**src/sv/ctf_sqrt.sv**
```systemverilog
// floor square root of a 58-bit value, one result bit per cycle
module ctf_sqrt (
	input  logic        clk,
	input  logic        arst_n,
	input  logic        start,
	input  logic [57:0] radicand,
	output logic        done,
	output logic [28:0] root
);
	logic [57:0] rem_q;
	logic [28:0] root_q;
	logic [4:0]  cnt_q;
	logic        busy_q;
	logic [31:0] trial;
	logic [31:0] top;

	assign top   = {rem_q[57:56], 30'(0)} | 32'(0);
	assign trial = {1'b0, root_q, 2'b01};

	logic [31:0] cur;
	logic [57:0] rem_sh;
	assign rem_sh = {rem_q[55:0], 2'b00};
	assign cur    = 32'(rem_q[57:56]);

	// restoring method: partial remainder kept separately
	logic [31:0] part_q;
	logic [31:0] part_n;
	assign part_n = {part_q[29:0], rem_q[57:56]};

	always_ff @(posedge clk or negedge arst_n) begin
		if (!arst_n) begin
			busy_q <= 1'b0;
			done   <= 1'b0;
			cnt_q  <= '0;
		end else begin
			done <= 1'b0;
			if (start) begin
				busy_q <= 1'b1;
				cnt_q  <= '0;
				rem_q  <= radicand;
				root_q <= '0;
				part_q <= '0;
			end else if (busy_q) begin
				rem_q <= rem_sh;
				if (part_n >= trial) begin
					part_q <= part_n - trial;
					root_q <= {root_q[27:0], 1'b1};
				end else begin
					part_q <= part_n;
					root_q <= {root_q[27:0], 1'b0};
				end
				cnt_q <= cnt_q + 5'd1;
				if (cnt_q == 5'd28) begin
					busy_q <= 1'b0;
					done   <= 1'b1;
				end
			end
		end
	end

	assign root = root_q;

	logic unused;
	assign unused = ^{top, cur};
endmodule

```
**config.mk**
```make
export PLATFORM = sky130hd
export DESIGN_NAME = ctf_sqrt
export DESIGN_NICKNAME = d
export VERILOG_FILES = /design/src/sv/ctf_sqrt.sv
export SDC_FILE = /design/constraint.sdc
export NUM_CORES = 1
export LEC_CHECK = 0
export ABC_AREA = 1
export CAP_MARGIN = 5
export CELL_PAD_IN_SITES_DETAIL_PLACEMENT = 1
export CELL_PAD_IN_SITES_GLOBAL_PLACEMENT = 1
export CORE_AREA = 5 5 170 172
export CTS_BUF_LIST = sky130_fd_sc_hd__clkbuf_2
export CTS_CLUSTER_DIAMETER = 200
export DETAILED_ROUTE_END_ITERATION = 8
export DIE_AREA = 0 0 175 177
export DONT_BUFFER_PORTS = 1
export PLACE_DENSITY = 0.64
export SYNTH_ARGS = -nofsm -noshare
export SYNTH_HDL_FRONTEND = slang
export SYNTH_SLANG_ARGS = --single-unit
```
**constraint.sdc**
```tcl
create_clock -name clk -period 4.17 [get_ports clk]
set_clock_uncertainty 0.1 [all_clocks]
set_input_delay 0.2085 -clock clk [delete_from_list [all_inputs] [get_ports clk]]
set_output_delay 0.2085 -clock clk [all_outputs]
set_load 0.02 [all_outputs]
```
==> results.md, run 1 <==
- CTS resizes: 0
- Vias/cell: 4.81
- DRT antenna net count: 0
- Pwr/cell area: 384 nW/µm²
- Sw Pwr: 1.44 mW
- Clock share of power: 23.1%
- Syn nets: 1151
- CTS tree: done
- CTS Hold Buffers Added: 74
- Max-slew violations: 0
- First-pass GRT wire length: 40300 µm
- Post-Route Utilization: 34.2%
- Setup TNS: 0 ns
- Final Setup Violations: 0
- Syn_area_per_cell: 7.59 µm²
- Placer Congestion: 0.849
- Tightest Pin Transition: 1.16 ns
- Sequential fraction of the synthesis area: 46.0%
- Die height: 177 µm
- Post-synth EDFFs: 117
- Fin Hold WS: 0.0777 ns
- Reg power frac: 44.7%
- Register area: 3690 µm²
- Largest net degree at the start of global routing: 72
- Crit path capture type: flip-flop
- Fmax: 330 MHz
- Setup WS pre-CTS: 1.17 ns
- Worst EP arrival: 3.38 ns
- Total global routing overflow: 0
- Synth-to-layout area growth: 16.5%
- GRT Util Overall: 16.5%
- Drt total wl: 25400 µm
- Commonest cells after routing, fill and taps aside: nand2_1 (435), inv_1 (153), edfxtp_1 (117)
- Multi-input gate area: 3550 µm²
- Buf/Inv on CP: 2
- Post-synth top flop: edfxtp_1
- Maximum fanout along the worst path: 36
- Design Power: 3.59 mW
- Relative slew slack: 22.9%
- Htree depth: 4
- Core Area: 27300 µm²
- RSZ-0062 raised after global routing: false
- Int Power: 2.15 mW
- Nets@finish: 1214
- Die Area: 31000 µm²
- Die Wd: 175 µm
- Sequence of cells on the critical path: inv_1 > ha_1 > nand2_2 > inv_1 > nand2_1 > nand2_1 > a21oi_1 > nand3_2 > nand2_4 > nand2_8 > nand2_1 > nor2_1 > nor2_1 > nor2_1
- Kind of critical path: reg -> reg
- Seq cells post-synth: 124
- Fin cells: 1480
- Clock-pin slew on the worst setup and hold paths: 0.29 ns
- Placed cell area: 8330 µm²
- Detail Placement HPWL: 17400 µm
- Dpl cells: 1373
- Post-CTS Setup Repair Bufs: 0
- DRC: 0
- Endpoints failing hold: 0
- Max clock buf depth: 2
- Sw frac: 40.2%
- Routed via count: 7112
- Vias in the first global route: 7412
- Filler Cell Count: 3296
- Most common cell after layout, fill and taps aside: nand2_1
- Io pins: 91
- Clk Latency, worst-skew pair: 0.73 ns
- Final Cell Area: 9340 µm²
- Row cnt: 61
- CP required: 4.52 ns
- Critical-path top delay cell: edfxtp_1
- Post-synth cell types: 40
- Maximum VDD drop: 0.000199 V
- Comb pwr share: 32.3%
- Max incr delay on CP: 0.53 ns
- DR pass1 iterations: 7
- Period utilization: 72.7%
- Cell area after synthesis: 8020 µm²
- Final min period: 3.03 ns
- Setup crit start kind: flip-flop
- PortBufs: 0
- Initial Utilization: 29.4%
- Leak: 4.50 nW
- Synth async-reset ratio: 5.65%
- Status: complete, no violations
- Initial DRC count: 375
- Family with the most delay on the worst path: simple AND/OR/NAND/NOR gates
- Setup ws final: 1.14 ns
- Share of layout cells above drive strength 1: 6.27%
- YS warnings: 0
- CTS root buffer: clkbuf_2
- Clk sinks: 124
- Max-cap violations: 0
- Wire length per cell: 17.1 µm
- Initial antenna violation count: 2
- Class of the worst hold path: in -> reg
- Cts bufs inserted: 17
- Synthesized instance count: 1057
==> path summary, 6_finish.rpt <==
path	startpoint	end	slack, ns	cells past startpoint
hold / removal	arst_n	rem_q[12]$_DFFE_PP_	0.08	3
hold reg to reg	rem_q[17]$_DFFE_PP_	rem_q[19]$_DFFE_PP_	0.41	2
min in group asynchronous	arst_n	cnt_q[2]$_DFFE_PN0N_	0.77	3
setup reg to reg	root[12]$_SDFFCE_PP0P_	part_q[17]$_SDFFCE_PP0P_	1.14	14
setup / recovery	root[12]$_SDFFCE_PP0P_	part_q[17]$_SDFFCE_PP0P_	1.14	14
max in group asynchronous	arst_n	cnt_q[1]$_DFFE_PN0N_	2.85	3
==> cells by family (layout without fill, tap and decap cells) <==
group	after synthesis	after routing	share of synthesized area, %
xor+xnor	13	13	1.42
fa+ha+maj	33	33	5.15
simple gates	613	613	32.1
compound gates	76	76	5.60
buf+inv	198	274	9.78
other cells	0	1	0
flops	124	124	46.0
==> power by group through the flow <==
stage	Combinational, mW	Sequential [mW]	Clock (mW)
after floorplan	0.828	1.60	0
after global placement	1.06	1.63	0
after detailed placement	1.08	1.63	0
after CTS	1.17	1.60	0.870
after global routing	1.32	1.62	0.922
final	1.16	1.60	0.828
==> cells in the mapped netlist, types with 9 or more instances <==
cell type	n	area [µm²]
nand2_1	435	1630
inv_1	154	578
edfxtp_1	117	3510
nor2_1	57	214
nand3_1	52	260
ha_1	33	413
nand4_1	33	206
a21oi_1	28	140
o22ai_1	28	175
clkbuf_1	24	90.1
xor2_1	10	87.6
nor3_1	9	45.0
o21ai_0	9	45.0
==> worst min-delay path: stages <==
cell and delay, ns:
inv_1 0.07, nor2_4 0.04, buf_4 0.34
==> layer usage <==
layer	GRT usage [%]	routed length, µm
met5	0	0
met4	2.55	166
met3	3.38	1290
met2	28.4	12100
met1	22.1	11800
==> flip-flops by register name, summed over array words and instances (netlist names) <==
name / flops
root: 29
rem_q: 58
part_q: 30
done: 1
cnt_q: 5
busy_q: 1
==> final cells by class <==
class                           count  area share [%]
Timing Repair Buffer               80            8.78
Clock inverter                     15            1.62
Clock buffer                       17           0.911
Sequential cell                   124            39.5
Tap cell                          346            4.63
Inverter                          162            6.51
Antenna cell                        1          0.0268
Multi-Input combinational cell    735            38.0
(Power assumes the default switching activity.)
==> run 2: changes to the inputs <==
- clock period: 4.17 -> 3.1 ns (I/O delays scaled with it)
==> run 2 against run 1 <==
Effect of this change: critical path depth unchanged; via count grew 2.9%; first-iteration DRC count shrank 24%; flip-flop and latch count is the same; routed wire length increased by 5.8%; non-clock buffer count is 55 higher; design area grew 5.7%; highest routed layer unchanged.
==> results.md, run 2 (synthesized netlist as in run 1, its figures left out) <==
- Placer Congestion: 0.887
- Clk sinks: 124
- Routed via count: 7315
- Max clock buf depth: 2
- Share of layout cells above drive strength 1: 7.74%
- Int Power: 3.02 mW
- Cts bufs inserted: 17
- Worst EP arrival: 3.28 ns
- Met1 WL: 11600 µm
- PortBufs: 0
- Tightest Pin Transition: 0.792 ns
- Max reg flops: 58
- Setup crit start kind: flip-flop
- DRT antenna net count: 0
- Crit path capture type: flip-flop
- Drt total wl: 26800 µm
- Wire length per cell: 17.5 µm
- Vias in the first global route: 8016
- First-pass GRT wire length: 42900 µm
- Detail Placement HPWL: 17200 µm
- Htree depth: 4
- Initial Utilization: 29.4%
- Leak: 4.71 nW
- Clk Latency, worst-skew pair: 0.74 ns
- Status: complete, no violations
- Die Area: 31000 µm²
- Core Area: 27300 µm²
- Endpoints failing hold: 0
- Io pins: 91
- Period utilization: 90.0%
- Maximum VDD drop: 0.000211 V
- Die height: 177 µm
- Fmax: 359 MHz
- Kind of critical path: reg -> reg
- Clock share of power: 24.5%
- Max-cap violations: 0
- Synth-to-layout area growth: 23.2%
- Clock-pin slew on the worst setup and hold paths: 0.27 ns
- Initial DRC count: 285
- Largest net degree at the start of global routing: 72
- Commonest cells after routing, fill and taps aside: nand2_1 (434), inv_1 (153), edfxtp_1 (117)
- Setup ws final: 0.311 ns
- Vias/cell: 4.77
- Highest routed layer: met4
- Setup WS pre-CTS: 0.265 ns
- Most common cell after layout, fill and taps aside: nand2_1
- CP required: 3.59 ns
- Pwr/cell area: 505 nW/µm²
- Sw frac: 39.5%
- Class of the worst hold path: in -> reg
- Sw Pwr: 1.97 mW
- Row cnt: 61
- Post-Route Utilization: 36.1%
- Maximum fanout along the worst path: 21
- Met3 Wirelength: 1090 µm
- Fin Hold WS: 0.0570 ns
- RSZ-0062 raised after global routing: false
- Die Wd: 175 µm
- Initial antenna violation count: 1
- Nets@finish: 1269
- Reg power frac: 42.7%
- CTS root buffer: clkbuf_2
- Post-CTS Setup Repair Bufs: 0
- Design Power: 4.99 mW
- CTS tree: done
- DR pass1 iterations: 6
- Setup TNS: 0 ns
- DRC: 0
- Total global routing overflow: 0
- Final min period: 2.79 ns
- DR WL met2: 13600 µm
- Final Setup Violations: 0
- Biggest register: rem_q
- Max-slew violations: 0
- GRT Util Overall: 17.5%
- Comb pwr share: 32.8%
- Relative slew slack: 47.1%
[run 2: layout make-up]
class                      count  area (µm²)
inverter                     162         608
sequential                   124        3690
fill                        3344       17400
antenna                        1        2.50
clock inverter                15         176
timing repair buffer         135        1320
multi-input combinational    735        3560
clock buffer                  17        85.1
tap                          346         433
[run 2: power by group through the flow]
| stage | clock network (mW) | registers (mW) | logic [mW] |
|---|---|---|---|
| after floorplan | 0 | 2.15 | 1.11 |
| after global placement | 0 | 2.16 | 1.45 |
| after detailed placement | 0 | 2.17 | 1.47 |
| after CTS | 1.27 | 2.13 | 1.63 |
| after global routing | 1.33 | 2.15 | 1.85 |
| final | 1.22 | 2.13 | 1.63 |
[run 2: timing repair]
| item | 4_1_cts | 5_1_grt |
|---|---|---|
| hold buffers | 109 | 0 |
| setup endpoints to repair | 0 | 5 |
| hold endpoints to repair | 173 | 0 |
| gates resized for setup | 0 | 2 |
[run 2: critical path: stages, from the launching register on]
cell and delay, ns:
edfxtp_1 0.54, inv_1 0.12, ha_1 0.38, nand2_1 0.14
inv_1 0.05, nand2_1 0.06, nand2_1 0.07, nand2_1 0.06
nand2_1 0.10, a21oi_4 0.22, buf_4 0.37, nand4_1 0.18
nand3_1 0.13, nand2_1 0.05, inv_1 0.06
[run 2: worst paths after layout]
| kind | cells past startpoint | endpoint | start | slack (ns) |
|---|---|---|---|---|
| max in group asynchronous | 3 | cnt_q[2]$_DFFE_PN0N_ | arst_n | 1.84 |
| min in group asynchronous | 2 | cnt_q[4]$_DFFE_PN0N_ | arst_n | 0.07 |
| min | 3 | rem_q[35]$_DFFE_PP_ | radicand[35] | 0.06 |
| max reg2reg | 14 | part_q[3]$_SDFFCE_PP0P_ | root[17]$_SDFFCE_PP0P_ | 0.31 |
| min reg2reg | 1 | cnt_q[4]$_DFFE_PN0N_ | cnt_q[4]$_DFFE_PN0N_ | 0.39 |
| max | 14 | part_q[3]$_SDFFCE_PP0P_ | root[17]$_SDFFCE_PP0P_ | 0.31 |
[run 2: stage by stage]
stage | cells | cell area (µm²)
2_1_floorplan | 1057 | 8020
3_3_place_gp | 1393 | 8480
3_5_place_dp | 1393 | 8480
4_1_cts | 1534 | 9870
5_1_grt | 1535 | 9880
6_report | 1535 | 9880
[run 2: layer usage]
metal  vias to the layer above  global-route usage (%)
li1                       3634                       -
met1                      3503                    20.5
met2                       145                    32.4
met3                        33                    3.70
met4                         0                    4.52
met5                         -                       0
==> run 3: changes to the inputs <==
- CTS_BUF_LIST: sky130_fd_sc_hd__clkbuf_2 -> unset
- GPL_ROUTABILITY_DRIVEN: unset -> 0
- SKIP_LAST_GASP: unset -> 1
==> run 3 against run 2 <==
Effect of this change: design area down 1.5%; fmax increased by 0.86%; non-clock buffer count shrank 48; core utilization is 0.54 points lower; global-route usage decreased by 0.66 points; routed wire length decreased by 4.7%; clock power increased by 75%; critical path depth is 1 lower; sequential power barely moved.
==> results.md, run 3 (synthesized netlist as in run 1, its figures left out) <==
- Status: complete, no violations
- First-pass GRT wire length: 41400 µm
- Biggest register: rem_q
- Die Area: 31000 µm²
- RSZ-0062 raised after global routing: false
- Die Wd: 175 µm
- Die height: 177 µm
- Synth-to-layout area growth: 21.3%
- Relative slew slack: 45.4%
- Max-slew violations: 0
- GRT busiest layer: met2
- Initial Utilization: 29.4%
- Fmax: 362 MHz
- Largest net degree at the start of global routing: 70
- Max-cap violations: 0
- Grt met3 use: 3.55%
- Max clock buf depth: 2
- Most common cell after layout, fill and taps aside: nand2_1
- Crit path capture type: flip-flop
- Vias in the first global route: 7710
- Row cnt: 61
- Share of layout cells above drive strength 1: 7.98%
- PortBufs: 0
- Period utilization: 89.2%
- Tightest Pin Transition: 0.818 ns
- Maximum VDD drop: 0.000328 V
- GRT Util Overall: 16.8%
- Detail Placement HPWL: 17200 µm
- Worst EP arrival: 2.85 ns
- Clk Latency, worst-skew pair: 0.43 ns
- Kind of critical path: reg -> reg
- GR Util met2: 30.0%
- Drt total wl: 25600 µm
- Fin Hold WS: 0.0403 ns
- Maximum fanout along the worst path: 36
- Final min period: 2.76 ns
- Pwr/cell area: 601 nW/µm²
- Setup TNS: 0 ns
- Nets@finish: 1221
- Wire length per cell: 17.2 µm
- Initial antenna violation count: 1
- Routed via count: 7107
- Class of the worst hold path: in -> reg
- Core Area: 27300 µm²
- Htree depth: 4
- CTS tree: done
- Setup crit start kind: flip-flop
- DR pass1 iterations: 4
- Leak: 4.71 nW
- Cts bufs inserted: 17
- CP required: 3.19 ns
- Final Setup Violations: 0
- Endpoints failing hold: 0
- Post-CTS Setup Repair Bufs: 0
- DRT antenna net count: 0
- Initial DRC count: 297
- Vias/cell: 4.78
- M1 GR Usage: 20.4%
- CTS root buffer: clkbuf_16
- Total global routing overflow: 0
- Post-Route Utilization: 35.6%
- # diodes: 0
- DRC: 0
- Commonest cells after routing, fill and taps aside: nand2_1 (434), inv_1 (153), edfxtp_1 (117)
- Max reg flops: 58
- Clk sinks: 124
- Clock-pin slew on the worst setup and hold paths: 0.07 ns
- Io pins: 91
==> run 3: cell types whose count changed in the layout (fill, tap and decap cells not counted), sizes merged <==
cell and delta:
diode -1, dlygate4sd3 -48
==> run 3: path summary, 6_finish.rpt <==
path / start / end / slack, ns / cells after the start
worst min-delay path: start / cnt_q[1]$_DFFE_PN0N_ / 0.04 / 4
worst max-delay path: root[7]$_SDFFCE_PP0P_ / part_q[14]$_SDFFCE_PP0P_ / 0.34 / 13
max in group asynchronous: arst_n / cnt_q[4]$_DFFE_PN0N_ / 2.35 / 2
worst max register to register: root[7]$_SDFFCE_PP0P_ / part_q[14]$_SDFFCE_PP0P_ / 0.34 / 13
worst min register to register: cnt_q[4]$_DFFE_PN0N_ / cnt_q[4]$_DFFE_PN0N_ / 0.37 / 1
min in group asynchronous: arst_n / cnt_q[3]$_DFFE_PN0N_ / 0.28 / 2
==> run 3: per-layer routing <==
metal  share of wire (%)  routed length (µm)
met5                   0                   0
met4                 2.0                 509
met3                 4.6                1170
met2                  50               12700
met1                  44               11200
==> run 3: critical path: stages, from the launching register on <==
cell      delay [ns]
edfxtp_1        0.47
inv_1           0.13
ha_1            0.37
nand2_1         0.09
nand2_1         0.09
nand2_2         0.09
nand2_1         0.07
a21oi_1         0.20
nand3_2         0.13
nand2_4         0.17
nand2_8         0.20
or2_0           0.28
nand3_1         0.09
nand2_1         0.05
==> run 3: final cells by class <==
type                            count  area (µm²)
Inverter                          162         608
Timing Repair Buffer               87         841
Fill cell                        3326       17600
Clock buffer                       17         425
Sequential cell                   124        3690
Multi-Input combinational cell    735        3560
Clock inverter                     15         176
Tap cell                          346         433
==> run 3: power breakdown <==
part | leakage, nW | switching, mW | internal [mW] | total, mW
Combinational | 3.15 | 1.02 | 0.551 | 1.57
Clock | 0.291 | 0.924 | 1.22 | 2.14
Sequential | 1.27 | 0.105 | 2.03 | 2.13
Total | 4.71 | 2.05 | 3.79 | 5.85
==> run 3: repair_timing <==
item | CTS | global route
resized for setup | 0 | 1
hold endpoints to repair | 135 | 0
hold buffers | 61 | 0
endpoints found under the setup margin | 0 | 3
==> run 3: stage by stage <==
stage | setup WS [ns] | instances | power [mW] | instance area, µm²
global route | 0.0432 | 1486 | 6.21 | 9730
finish | 0.335 | 1486 | 5.85 | 9730
global placement | 0.332 | 1393 | 3.61 | 8480
CTS | 0.231 | 1486 | 5.91 | 9730
detailed placement | 0.265 | 1393 | 3.64 | 8480
floorplan | 0.613 | 1057 | 3.26 | 8020
